===== src/rtl/fsts_div.sv =====
// ----------------------------------------------------------------------------
// fsts_div
// restoring divider, one quotient bit per cycle
// ----------------------------------------------------------------------------
module fsts_div #(
    parameter int NW = 48,
    parameter int DW = 10
) (
    input  logic          clk,
    input  logic          rst_n,
    input  logic          start,
    input  logic [NW-1:0] dividend,
    input  logic [DW-1:0] divisor,
    output logic          done,
    output logic [NW-1:0] quotient
);

    localparam int CNT_W = $clog2(NW + 1);

    logic [DW-1:0]    rem_reg;
    logic [NW-1:0]    quo_reg;
    logic [DW-1:0]    dsr_reg;
    logic [CNT_W-1:0] cnt_reg;
    logic             run_reg;
    logic             done_reg;
    logic [DW:0]      rem_sh;
    logic             take;

    assign rem_sh   = {rem_reg, quo_reg[NW-1]};
    assign take     = rem_sh >= {1'b0, dsr_reg};
    assign done     = done_reg;
    assign quotient = quo_reg;

    always_ff @(posedge clk or negedge rst_n)
    begin
        if (!rst_n)
        begin
            run_reg  <= 1'b0;
            done_reg <= 1'b0;
            cnt_reg  <= '0;
        end
        else
        begin
            done_reg <= 1'b0;
            if (start)
            begin
                run_reg <= 1'b1;
                cnt_reg <= CNT_W'(NW);
            end
            else if (run_reg)
            begin
                cnt_reg <= cnt_reg - 1'b1;
                if (cnt_reg == CNT_W'(1))
                begin
                    run_reg  <= 1'b0;
                    done_reg <= 1'b1;
                end
            end
        end
    end

    always_ff @(posedge clk)
    begin
        if (start)
        begin
            rem_reg <= '0;
            quo_reg <= dividend;
            dsr_reg <= divisor;
        end
        else if (run_reg)
        begin
            rem_reg <= take ? DW'(rem_sh - {1'b0, dsr_reg}) : rem_sh[DW-1:0];
            quo_reg <= {quo_reg[NW-2:0], take};
        end
    end

endmodule


===== config.mk =====
export PLATFORM = sky130hd
export DESIGN_NAME = fsts_div
export DESIGN_NICKNAME = d
export VERILOG_FILES = /design/src/rtl/fsts_div.sv
export SDC_FILE = /design/constraint.sdc
export NUM_CORES = 1
export LEC_CHECK = 0
export ABC_AREA = 1
export BUFFER_PORTS_ARGS = -buffer_cell sky130_fd_sc_hd__buf_2
export CORE_MARGIN = 2
export CORE_UTILIZATION = 45
export DETAILED_ROUTE_END_ITERATION = 12
export PLACE_DENSITY = 0.8
export SETUP_SLACK_MARGIN = 0.4
export SYNTH_ARGS = -nofsm -noshare
export SYNTH_HDL_FRONTEND = slang
export SYNTH_SLANG_ARGS = --single-unit

===== constraint.sdc =====
create_clock -name clk -period 2.6 [get_ports clk]
set_clock_uncertainty 0.05 [all_clocks]
set_input_delay 0 -clock clk [delete_from_list [all_inputs] [get_ports clk]]
set_output_delay 0 -clock clk [all_outputs]
set_load 0.01 [all_outputs]

==> flow_summary.json, run 1 <==
{
  "antenna_left": 0,
  "fillers": 631,
  "required_ns": 2.78,
  "r2r-end": "rem_reg[6]$_SDFFE_PP0P_",
  "hpwl_mm": 5.88,
  "cts_tree": "yes",
  "max_slew_margin_pct": 25.2,
  "min_period_ns": 2.01,
  "nets": 676,
  "place_congestion": 0.848,
  "grt_pass1_vias": 3314,
  "cts-root-buf": "clkbuf_8",
  "rsz0062_at_grt": "true",
  "fp.dieH_um": 95.7,
  "fp.dieW_um": 95.7,
  "drv_slew": 0,
  "final_cell_mix": "nand2_1, buf_2, dlygate4sd3_1",
  "crit_path_start": "quotient[47]$_DFFE_PP_",
  "cts_made_buffers": 9,
  "port_buffers": 109,
  "critPathMaxFanout": 3,
  "maxCapViolCount": 0,
  "grt_pass1_wl_mm": 15.7,
  "hold_class": "in -> reg",
  "vias_per_cell": 4.95,
  "initial_core_util_pct": 46.2,
  "status": "finished clean",
  "ys_seq_area_share_pct": 56.7,
  "cts.sinks": 76,
  "dieArea_um2": 9150,
  "endpoint": "rem_reg[6]$_SDFFE_PP0P_",
  "wl_per_cell_um": 13.9,
  "antenna_cells": 0,
  "p_per_area_nw_per_um2": 746,
  "rr_startpoint": "quotient[47]$_DFFE_PP_",
  "end_kind": "flop",
  "r2r_slack_ns": 0.59,
  "clock_latency_ns": 0.35,
  "syn_inst": 432,
  "synth_cell_types": 31,
  "synth_seq_cells": 76,
  "vias": 3522,
  "overflow": 0,
  "ir_drop_mv": 0.463,
  "drc_errors": 0,
  "leakage_nw": 2.69,
  "drt_iter0_drc": 195,
  "synthesis.nets": 506,
  "yosys_warnings": 0,
  "grt_max_degree": 55,
  "cts_max_path_buffers": 2,
  "largest_register_ffs": 48,
  "final_common_cell": "nand2_1",
  "core-area_um2": 8180,
  "worstPathArrival_ns": 2.19,
  "period_share_pct": 77.2,
  "worst_slew_pin_slew_ns": 1.12,
  "avgSynthCellArea_um2": 8.75,
  "synth_area_um2": 3780,
  "rows": 33,
  "drive_gt1_share_pct": 23.1,
  "reg2reg_depth": 14,
  "syn_to_final_growth_pct": 38.0,
  "hold_viol_final": 0,
  "drt-total-wl_mm": 9.93,
  "setup_viol": 0,
  "start_kind": "flop",
  "setup_tns_ns": 0,
  "ios": 110,
  "htreeDepth": 3,
  "clk_pin_slew_ns": 0.08,
  "track_usage_pct": 22.5,
  "grt_antenna_before_repair": 0,
  "power_mw": 3.89,
  "firstDrtPassIters": 5,
  "fmax_mhz": 498,
  "criticalPathCategory": "reg -> reg"
}
## critical path, stage by stage, from the launching register on
cell and delay, ns:
edfxtp_1 0.42, inv_1 0.11, ha_1 0.15, inv_1 0.07
fa_1 0.41, nand3_1 0.12, nand3_2 0.11, nand2_1 0.11
nand2_1 0.05, nand2_1 0.05, nand2_1 0.04, inv_1 0.04
nand2_1 0.04, nand3_1 0.07, nand2_1 0.05
## layer usage
layer  share of wire, %  GRT usage [%]
met1                 42           29.0
met2                 48           36.4
met3                8.4           6.80
met4                1.6           6.67
met5                  0              0
## cells in the mapped netlist
master	n	area, um^2
buf_2	1	5.00
o22ai_1	1	6.26
dfrtp_1	8	200
nor4_1	1	6.26
nand2_2	3	18.8
nor3_4	1	16.3
dfxtp_1	10	200
a21oi_2	1	8.76
nand2_1	208	781
nor2_2	1	6.26
o21ai_0	7	35.0
nand3_1	22	110
inv_1	43	161
ha_1	12	150
xnor2_1	3	26.3
o21ai_1	3	15.0
nand2_4	2	22.5
nor3_1	1	5.00
nor2_1	11	41.3
clkbuf_1	10	37.5
a31oi_1	1	6.26
nand3b_1	6	45.0
nand3_2	3	30.0
buf_4	2	15.0
nand4_1	1	6.26
buf_6	1	11.3
a21oi_1	8	40.0
clkinv_1	1	3.75
a21o_1	1	7.51
fa_1	1	20.0
edfxtp_1	58	1740
## power by group
group | switching (mW) | internal [mW]
Clock | 0.459 | 0.443
Sequential | 0.117 | 1.50
Combinational | 0.794 | 0.585
## kinds of logic after synthesis
family / Yosys count / synth area share [%]
buffers and inverters: 58 / 6.19
adder cells (fa/ha/maj): 13 / 4.50
flip-flops: 76 / 56.7
AO/OA/AOI/OAI: 22 / 3.14
XOR/XNOR: 3 / 0.695
AND/OR/NAND/NOR: 260 / 28.8
## worst min-delay path by stage
stage,startpoint,endpoint,depth (start not counted)
floorplan,rst_n,cnt_reg[0]$_DFFE_PN0P_,0
global placement,rst_n,cnt_reg[4]$_DFFE_PN0P_,1
detailed placement,rst_n,cnt_reg[4]$_DFFE_PN0P_,1
CTS,dividend[0],quotient[0]$_DFFE_PP_,3
global route,start,dsr_reg[1]$_DFFE_PP_,1
finish,start,dsr_reg[4]$_DFFE_PP_,1
## area by class of cell
type	count	area, um^2	area share, %
sequential	76	2140	41.1
multi-input combinational	298	1410	27.1
timing repair buffer	173	1170	22.5
inverter	44	165	3.17
tap	105	131	2.52
clock buffer	10	128	2.45
clock inverter	6	62.6	1.20
## repair_timing
item | CTS | global route
gates resized for setup | 0 | 2
hold buffers | 59 | 0
setup buffers | 0 | 1
setup endpoints to repair | 0 | 8
endpoints found under the hold margin | 65 | 0
## per-stage QoR
step / instances / setup WS (ns) / hold slack, ns / utilization, % / cell area (um^2)
4_1_cts: 711 / 0.524 / 0.0102 / 63.6 / 5200
6_report: 712 / 0.592 / 0.0276 / 63.8 / 5220
3_3_place_gp: 636 / 0.577 / -0.202 / 54.0 / 4420
5_1_grt: 712 / 0.378 / 0.0285 / 63.8 / 5220
3_5_place_dp: 636 / 0.546 / -0.199 / 54.0 / 4420
2_1_floorplan: 432 / 0.648 / -0.346 / - / 3780
Note: power is estimated with default switching activity, not from simulation.
==> run 2: changes to the inputs <==
--- a/config.mk
+++ b/config.mk
@@ -10,7 +10,7 @@
 export CORE_MARGIN = 2
 export CORE_UTILIZATION = 45
 export DETAILED_ROUTE_END_ITERATION = 12
-export PLACE_DENSITY = 0.8
+export PLACE_DENSITY = 0.83
 export SETUP_SLACK_MARGIN = 0.4
 export SYNTH_ARGS = -nofsm -noshare
 export SYNTH_HDL_FRONTEND = slang
==> constraint.sdc (replaced) <==
create_clock -name clk -period 1.8 [get_ports clk]
set_clock_uncertainty 0.05 [all_clocks]
set_input_delay 0 -clock clk [delete_from_list [all_inputs] [get_ports clk]]
set_output_delay 0 -clock clk [all_outputs]
set_load 0.01 [all_outputs]
==> flow_summary.json, run 2 (synthesized netlist as in run 1, its figures left out) <==
{
  "start_kind": "flop",
  "criticalPathCategory": "reg -> reg",
  "wl_per_cell_um": 15.4,
  "fin_area_um2": 5820,
  "worstPathArrival_ns": 2.10,
  "end_kind": "flop",
  "cts-root-buf": "clkbuf_8",
  "largest_register_ffs": 48,
  "fillers": 562,
  "setup_ws_ns": -0.101,
  "overflow": 0,
  "final_common_cell": "nand2_1",
  "worst_slew_pin_slew_ns": 0.404,
  "grt_pass1_vias": 3602,
  "max_slew_margin_pct": 73.0,
  "grt_antenna_before_repair": 0,
  "min_period_ns": 1.90,
  "cts_max_path_buffers": 2,
  "violations": "negative setup slack",
  "core-area_um2": 8180,
  "grt_pass1_wl_mm": 16.5,
  "htreeDepth": 3,
  "drt_iter0_drc": 207,
  "leakage_nw": 2.85,
  "drv_slew": 0,
  "place_congestion": 0.857,
  "setup_viol": 5,
  "stdcell_count": 737,
  "hold_viol_final": 0,
  "hpwl_mm": 6.30,
  "syn_to_final_growth_pct": 54.0,
  "dpl_cell_area_um2": 4630,
  "ios": 110,
  "grt_max_degree": 55,
  "required_ns": 2.00,
  "cts_tree": "yes",
  "hold_class": "in -> reg",
  "fmax_mhz": 526,
  "track_usage_pct": 23.7,
  "antenna_cells": 0,
  "critPathMaxFanout": 3,
  "final_util_pct": 71.2,
  "fp.dieW_um": 95.7,
  "rows": 33,
  "status": "complete, but fails checks",
  "cts_made_buffers": 9,
  "vias": 3761,
  "antenna_left": 0,
  "holdWs_ns": 0.313,
  "firstDrtPassIters": 4,
  "fp.dieH_um": 95.7,
  "cts.sinks": 76,
  "drt-total-wl_mm": 11.4,
  "ir_drop_mv": 0.600,
  "maxCapViolCount": 0,
  "vias_per_cell": 5.10,
  "nets": 701,
  "drc_errors": 0,
  "place_inst": 640,
  "p_per_area_nw_per_um2": 1180,
  "final_cell_mix": "nand2_1, buf_2, dlygate4sd3_1",
  "clock_latency_ns": 0.35,
  "clk_pin_slew_ns": 0.08,
  "port_buffers": 109,
  "dieArea_um2": 9150,
  "initial_core_util_pct": 46.2,
  "drive_gt1_share_pct": 36.1,
  "rsz0062_at_grt": "true",
  "period_share_pct": 106
}
-- run 2: cell types whose count changed in the layout (fill, tap and decap cells not counted), sizes merged --
cell	change
buf	+21
bufinv	+1
clkbuf	-1
clkinv	-2
clkinvlp	+2
dlygate4sd3	+2
nand2	+2
-- run 2: critical path: stages, from the launching register on --
cell	delay (ns)
edfxtp_1	0.42
inv_2	0.11
ha_4	0.16
inv_4	0.04
fa_2	0.37
nand3_2	0.10
nand3_4	0.10
nand2_2	0.10
nand2_2	0.05
nand2_2	0.06
nand2_2	0.05
inv_2	0.04
nand2_1	0.04
nand3_1	0.06
nand2_1	0.05
-- run 2: worst paths after layout --
kind	slack [ns]	startpoint	cells after the start	to
hold reg to reg	0.45	rem_reg[5]$_SDFFE_PP0P_	2	rem_reg[5]$_SDFFE_PP0P_
setup reg to reg	-0.10	quotient[47]$_DFFE_PP_	14	rem_reg[6]$_SDFFE_PP0P_
setup / recovery	-0.10	quotient[47]$_DFFE_PP_	14	rem_reg[6]$_SDFFE_PP0P_
min in group asynchronous	0.55	rst_n	3	cnt_reg[3]$_DFFE_PN0P_
hold / removal	0.31	divisor[7]	2	dsr_reg[7]$_DFFE_PP_
max in group asynchronous	0.85	rst_n	3	run_reg$_DFF_PN0_
-- run 2: layout make-up --
type | instances | area [um^2] | area share (%)
sequential | 76 | 2140 | 36.8
multi-input combinational | 300 | 1770 | 30.4
timing repair buffer | 196 | 1380 | 23.8
inverter | 44 | 171 | 2.94
tap | 105 | 131 | 2.26
clock buffer | 9 | 124 | 2.13
clock inverter | 7 | 97.6 | 1.68
-- run 2: power by group --
group | switching, mW | internal [mW]
Combinational | 1.65 | 1.37
Clock | 0.686 | 0.788
Sequential | 0.228 | 2.16
-- run 2: routing by layer --
metal | routed length [um] | vias up | part of all wire (%) | track usage, %
met1 | 4380 | 1756 | 38 | 28.2
met4 | 402 | 0 | 3.5 | 8.33
met3 | 807 | 40 | 7.1 | 6.25
met2 | 5800 | 194 | 51 | 41.2
met5 | 0 | - | 0 | 0
li1 | - | 1771 | - | -
-- run 2: what timing repair did --
item	CTS	global route
hold buffers	61	0
setup buffers	8	10
endpoints found under the setup margin	12	63
pin swaps	14	21
gates resized for setup	21	38
endpoints found under the hold margin	67	0
cloned	2	0
-- run 2: metrics by stage --
step / worst slack (ns) / TNS [ns] / total power, mW
4_1_cts: 0.0123 / 0 / 6.41
5_1_grt: -0.202 / -0.934 / 7.25
6_report: -0.101 / -0.287 / 6.89
3_3_place_gp: 0.0608 / 0 / 4.43
3_5_place_dp: -0.0349 / -0.0349 / 4.52
2_1_floorplan: 0.0242 / 0 / 3.98
